`src/design/tdpt_pkg.sv`:
```
// Shared constants for the trial-division primality tester.
`timescale 1ns / 1ps

package tdpt_pkg;

   localparam int NUMBER_BITS_DEFAULT = 31;
   localparam int FIRST_TRIAL         = 2;

endpackage

```
`src/design/tdpt_divider.sv`:
```
// Restoring divider, one quotient bit per cycle, shared by all trial divisors.
`timescale 1ns / 1ps

module tdpt_divider import tdpt_pkg::*; #(
   parameter int NUMBER_BITS = NUMBER_BITS_DEFAULT
) (
   input  logic                   clock,
   input  logic                   reset,
   input  logic                   start,
   input  logic [NUMBER_BITS-1:0] dividend,
   input  logic [NUMBER_BITS-1:0] divisor,
   output logic                   done,
   output logic [NUMBER_BITS-1:0] quotient,
   output logic [NUMBER_BITS-1:0] remainder
);

   localparam int CW = $clog2(NUMBER_BITS + 1);

   logic                   active_ff, active_in;
   logic                   done_ff, done_in;
   logic [CW-1:0]          count_ff, count_in;
   logic [NUMBER_BITS-1:0] rem_ff, rem_in;
   logic [NUMBER_BITS-1:0] quo_ff, quo_in;
   logic [NUMBER_BITS-1:0] divisor_ff, divisor_in;
   logic [NUMBER_BITS:0]   shifted;
   logic [NUMBER_BITS:0]   diff;

   assign shifted = {rem_ff, quo_ff[NUMBER_BITS-1]};
   assign diff    = shifted - {1'b0, divisor_ff};

   always_comb begin
      active_in  = active_ff;
      done_in    = 1'b0;
      count_in   = count_ff;
      rem_in     = rem_ff;
      quo_in     = quo_ff;
      divisor_in = divisor_ff;
      if (start) begin
         active_in  = 1'b1;
         count_in   = CW'(NUMBER_BITS);
         rem_in     = '0;
         quo_in     = dividend;
         divisor_in = divisor;
      end else if (active_ff) begin
         count_in = count_ff - CW'(1);
         if (!diff[NUMBER_BITS]) begin
            rem_in = diff[NUMBER_BITS-1:0];
            quo_in = {quo_ff[NUMBER_BITS-2:0], 1'b1};
         end else begin
            rem_in = shifted[NUMBER_BITS-1:0];
            quo_in = {quo_ff[NUMBER_BITS-2:0], 1'b0};
         end
         if (count_ff == CW'(1)) begin
            active_in = 1'b0;
            done_in   = 1'b1;
         end
      end
   end

   always_ff @(posedge clock) begin
      if (reset) begin
         active_ff <= 1'b0;
         done_ff   <= 1'b0;
         count_ff  <= '0;
      end else begin
         active_ff <= active_in;
         done_ff   <= done_in;
         count_ff  <= count_in;
      end
      rem_ff     <= rem_in;
      quo_ff     <= quo_in;
      divisor_ff <= divisor_in;
   end

   assign done      = done_ff;
   assign quotient  = quo_ff;
   assign remainder = rem_ff;

   a_start_idle: assert property (@(posedge clock) disable iff (reset)
      start |-> !active_ff)
      else $error("divider started while active");

   a_rem_below_divisor: assert property (@(posedge clock) disable iff (reset)
      done_ff && divisor_ff != '0 |-> rem_ff < divisor_ff)
      else $error("remainder not below divisor");

   a_done_single: assert property (@(posedge clock) disable iff (reset)
      done_ff |=> !done_ff)
      else $error("done held longer than one cycle");

endmodule

```
`config.mk`:
```
export PLATFORM = sky130hd
export DESIGN_NAME = tdpt_divider
export DESIGN_NICKNAME = d
export VERILOG_FILES = /design/src/design/tdpt_pkg.sv /design/src/design/tdpt_divider.sv
export SDC_FILE = /design/constraint.sdc
export NUM_CORES = 1
export LEC_CHECK = 0
export ABC_AREA = 1
export BUFFER_PORTS_ARGS = -buffer_cell sky130_fd_sc_hd__buf_4
export CAP_MARGIN = 20
export CORE_MARGIN = 4
export CORE_UTILIZATION = 61
export DETAILED_ROUTE_END_ITERATION = 10
export GPL_TIMING_DRIVEN = 0
export PLACE_DENSITY_LB_ADDON = 0.1
export SKIP_LAST_GASP = 1
export SYNTH_ARGS = -nofsm -noshare
export SYNTH_HDL_FRONTEND = slang
export SYNTH_SLANG_ARGS = --single-unit
```
`constraint.sdc`:
```
create_clock -name clock -period 4.2 [get_ports clock]
set_clock_uncertainty 0.05 [all_clocks]
set_input_delay 0.42 -clock clock [delete_from_list [all_inputs] [get_ports clock]]
set_output_delay 0.42 -clock clock [all_outputs]
set_load 0.03 [all_outputs]
```
==> run summary <==
Status -> finished, final reports clean
Critical path's most frequent cell -> nand2_1
Synth cell count leaders -> 437 x nand2_1, 199 x inv_1, 64 x nand3_1, 62 x edfxtp_1, 41 x nor2_1
Layout cells sized above 1 -> 15.5%
Setup_tns -> 0 ns
Port bufs -> 127
Hold-fix buffers, CTS -> 0
Setup-failing EPs final -> 0
Die Width -> 113 um
Comb power frac -> 19.1%
Clock-pin slew on the worst setup and hold paths -> 0.12 ns
Placer Congestion -> 0.961
Final Cycle Share -> 59.8%
H-tree depth -> 3
Vias -> 6375
Max-Cap Viols -> 0
Internal power -> 1.50 mW
Most instantiated library cell after synthesis -> nand2_1
DPL Wire Length -> 13500 um
Headroom to the max-slew limit -> 56.7%
Global route overflow -> 0
VDD IR max -> 0.296 mV
Synthesized flop and latch total -> 100
P_sw -> 664 uW
DR WL/cell -> 13.7 um
RSZ-0062 raised after global routing -> no
Max clock buf depth -> 2
Row count -> 37
Gate Count Post-Synth -> 990
Cell Area, Placed -> 0.00781 mm^2
Top cell type by total area after synthesis -> edfxtp_1
TritonCTS buffer count -> 9
WP data required -> 4.42 ns
Largest net degree at the start of global routing -> 33
Critical R2R Launch -> remainder[16]$_SDFFE_PP0P_
Power Dens Cells -> 270 mW/mm^2
Arrival @ worst endpoint -> 2.73 ns
Placed cell count -> 1254
Post-CTS setup buffer count -> 0
Initial core utilization -> 63.7%
Pleak -> 4.51 nW
Final instance area -> 0.00800 mm^2
Fin cells -> 1270
ANT nets after route -> 0
CP Launch Type -> flop
Mapped cell area -> 0.00666 mm^2
Min Tclk post-route -> 2.51 ns
Worst Path Max Fanout -> 10
Ranking of synthesized cells by area -> edfxtp_1 28%, nand2_1 25%, dfxtp_1 11%
Worst Setup Path Type -> reg -> reg
DR vias/cell -> 5.02
Die area -> 0.0127 mm^2
Sink Count -> 100
Final slew viol count -> 0
Fillers -> 820
CP peak stage delay -> 0.38 ns
Share of the synthesized area in the top cell type -> 27.9%
Synth Flop Type -> edfxtp_1
Worst min path class -> in -> reg
Die height -> 113 um
Distinct cells, synth -> 35
Clock power share -> 27.9%
Crit path max-delay cell type -> ha_1
Critical Path End Type -> flop
IO Pins -> 128
All-layer global routing usage -> 27.9%
Initial antenna violation count -> 0
Overall power -> 2.16 mW
Avg Cell Area, Syn -> 6.73 um^2
# nets final -> 1228
Post-synth EDFFs -> 62
Insertion delay to the later sink of the worst-skew pair -> 0.39 ns
Number of global-route vias before repair -> 6005
Net Sw Frac -> 30.7%
Area growth syn-to-layout -> 20.1%
1st-iter DRT viols -> 495
Peak Freq -> 0.398 GHz
Worst slew pin tran -> 0.650 ns
Final Hold Viols -> 0
Worst setup path startpoint -> remainder[16]$_SDFFE_PP0P_
Ys Warns -> 0
Core area -> 0.0105 mm^2
# DRC -> 0
First-pass GRT wire length -> 28500 um
TritonCTS clock tree -> yes
Routed WL -> 17400 um
Min-delay src -> divisor[20]
Ant diodes -> 0
Asr flop ratio synth -> 0%
Flop pwr share -> 53.0%
Post-synthesis sequential area ratio -> 39.4%
Post-cts sizing count -> 0
TritonRoute pass-1 iters -> 5
Root buf cell -> clkbuf_8
Cells traversed along the worst timing path -> ha_1 > nand2_2 > inv_1 > nand2_1 > nand2_1 > nand2_1 > nand2_1 > a21oi_1 > nand3_2 > nand2_4 > buf_12 > nand2_1 > nand3_1 > nand2_1
Worst Hold Slack -> 0.144 ns
Syn nets -> 1089
[metrics by stage]
step / util, % / setup slack, ns
6_report: 76.4 / 1.69
5_1_grt: 76.4 / 1.46
4_1_cts: 76.4 / 1.72
3_5_place_dp: 74.7 / 1.75
3_3_place_gp: 74.4 / 1.40
2_1_floorplan: - / 1.95
[placed cells by master, fill, tap and decap left out, types with 13 or more instances in the layout]
| master | netlist | routed |
|---|---|---|
| nand2_1 | 437 | 437 |
| inv_1 | 199 | 199 |
| buf_4 | 6 | 133 |
| nand3_1 | 64 | 64 |
| edfxtp_1 | 62 | 62 |
| nor2_1 | 41 | 41 |
| dfxtp_1 | 38 | 38 |
| ha_1 | 33 | 33 |
| a21oi_1 | 20 | 20 |
| nand2_2 | 17 | 17 |
| xnor2_1 | 13 | 13 |
[layer usage]
layer	GRT usage, %	up-vias	wire (um)
li1	-	3286	-
met1	35.9	2823	7540
met2	47.3	233	8050
met3	7.17	33	1420
met4	6.57	0	354
met5	0	-	0
[power by group through the flow]
stage                     Sequential [mW]  Combinational [mW]  Clock [mW]
after global placement               1.17               0.397           0
after floorplan                      1.23               0.184           0
after detailed placement             1.17               0.411           0
after global routing                 1.16               0.454       0.651
after CTS                            1.15               0.412       0.617
final                                1.15               0.412       0.604
[logic make-up after synthesis]
group / synth area share [%]
simple gates: 36.4
compound gates: 2.87
buf+inv: 13.0
fa+ha+maj: 6.50
xor+xnor: 1.84
flops: 39.4
[registers in the layout, summed over array words and instances (netlist names)]
name / cells
active_ff: 1
count_ff: 5
divisor_ff: 31
done: 1
quotient: 31
remainder: 31
[path summary, 6_finish.rpt]
path / to / slack (ns) / depth (start not counted)
worst min register to register: remainder[22]$_SDFFE_PP0P_ / 0.45 / 2
worst min-delay path: divisor_ff[20]$_DFFE_PP_ / 0.14 / 1
worst max register to register: remainder[13]$_SDFFE_PP0P_ / 1.69 / 14
worst max-delay path: remainder[13]$_SDFFE_PP0P_ / 1.69 / 14
[area by class of cell]
| cell class | instances | area (um^2) | area share (%) |
|---|---|---|---|
| Buffer | 18 | 114 | 1.42 |
| Clock buffer | 10 | 128 | 1.60 |
| Clock inverter | 6 | 57.6 | 0.720 |
| Inverter | 200 | 751 | 9.39 |
| Multi-Input combinational cell | 672 | 3170 | 39.7 |
| Sequential cell | 100 | 2620 | 32.8 |
| Tap cell | 136 | 170 | 2.13 |
| Timing Repair Buffer | 128 | 981 | 12.3 |
[critical path, delay by kind of cell, from the launching register on]
kind | cells | cell delay (ns)
DFF | 1 | 0.36
buffers and inverters | 2 | 0.23
AOI/OAI and AO/OA | 1 | 0.29
adders and majority gates | 1 | 0.38
and+or+nand+nor | 10 | 1.07
(Power assumes the default switching activity.)
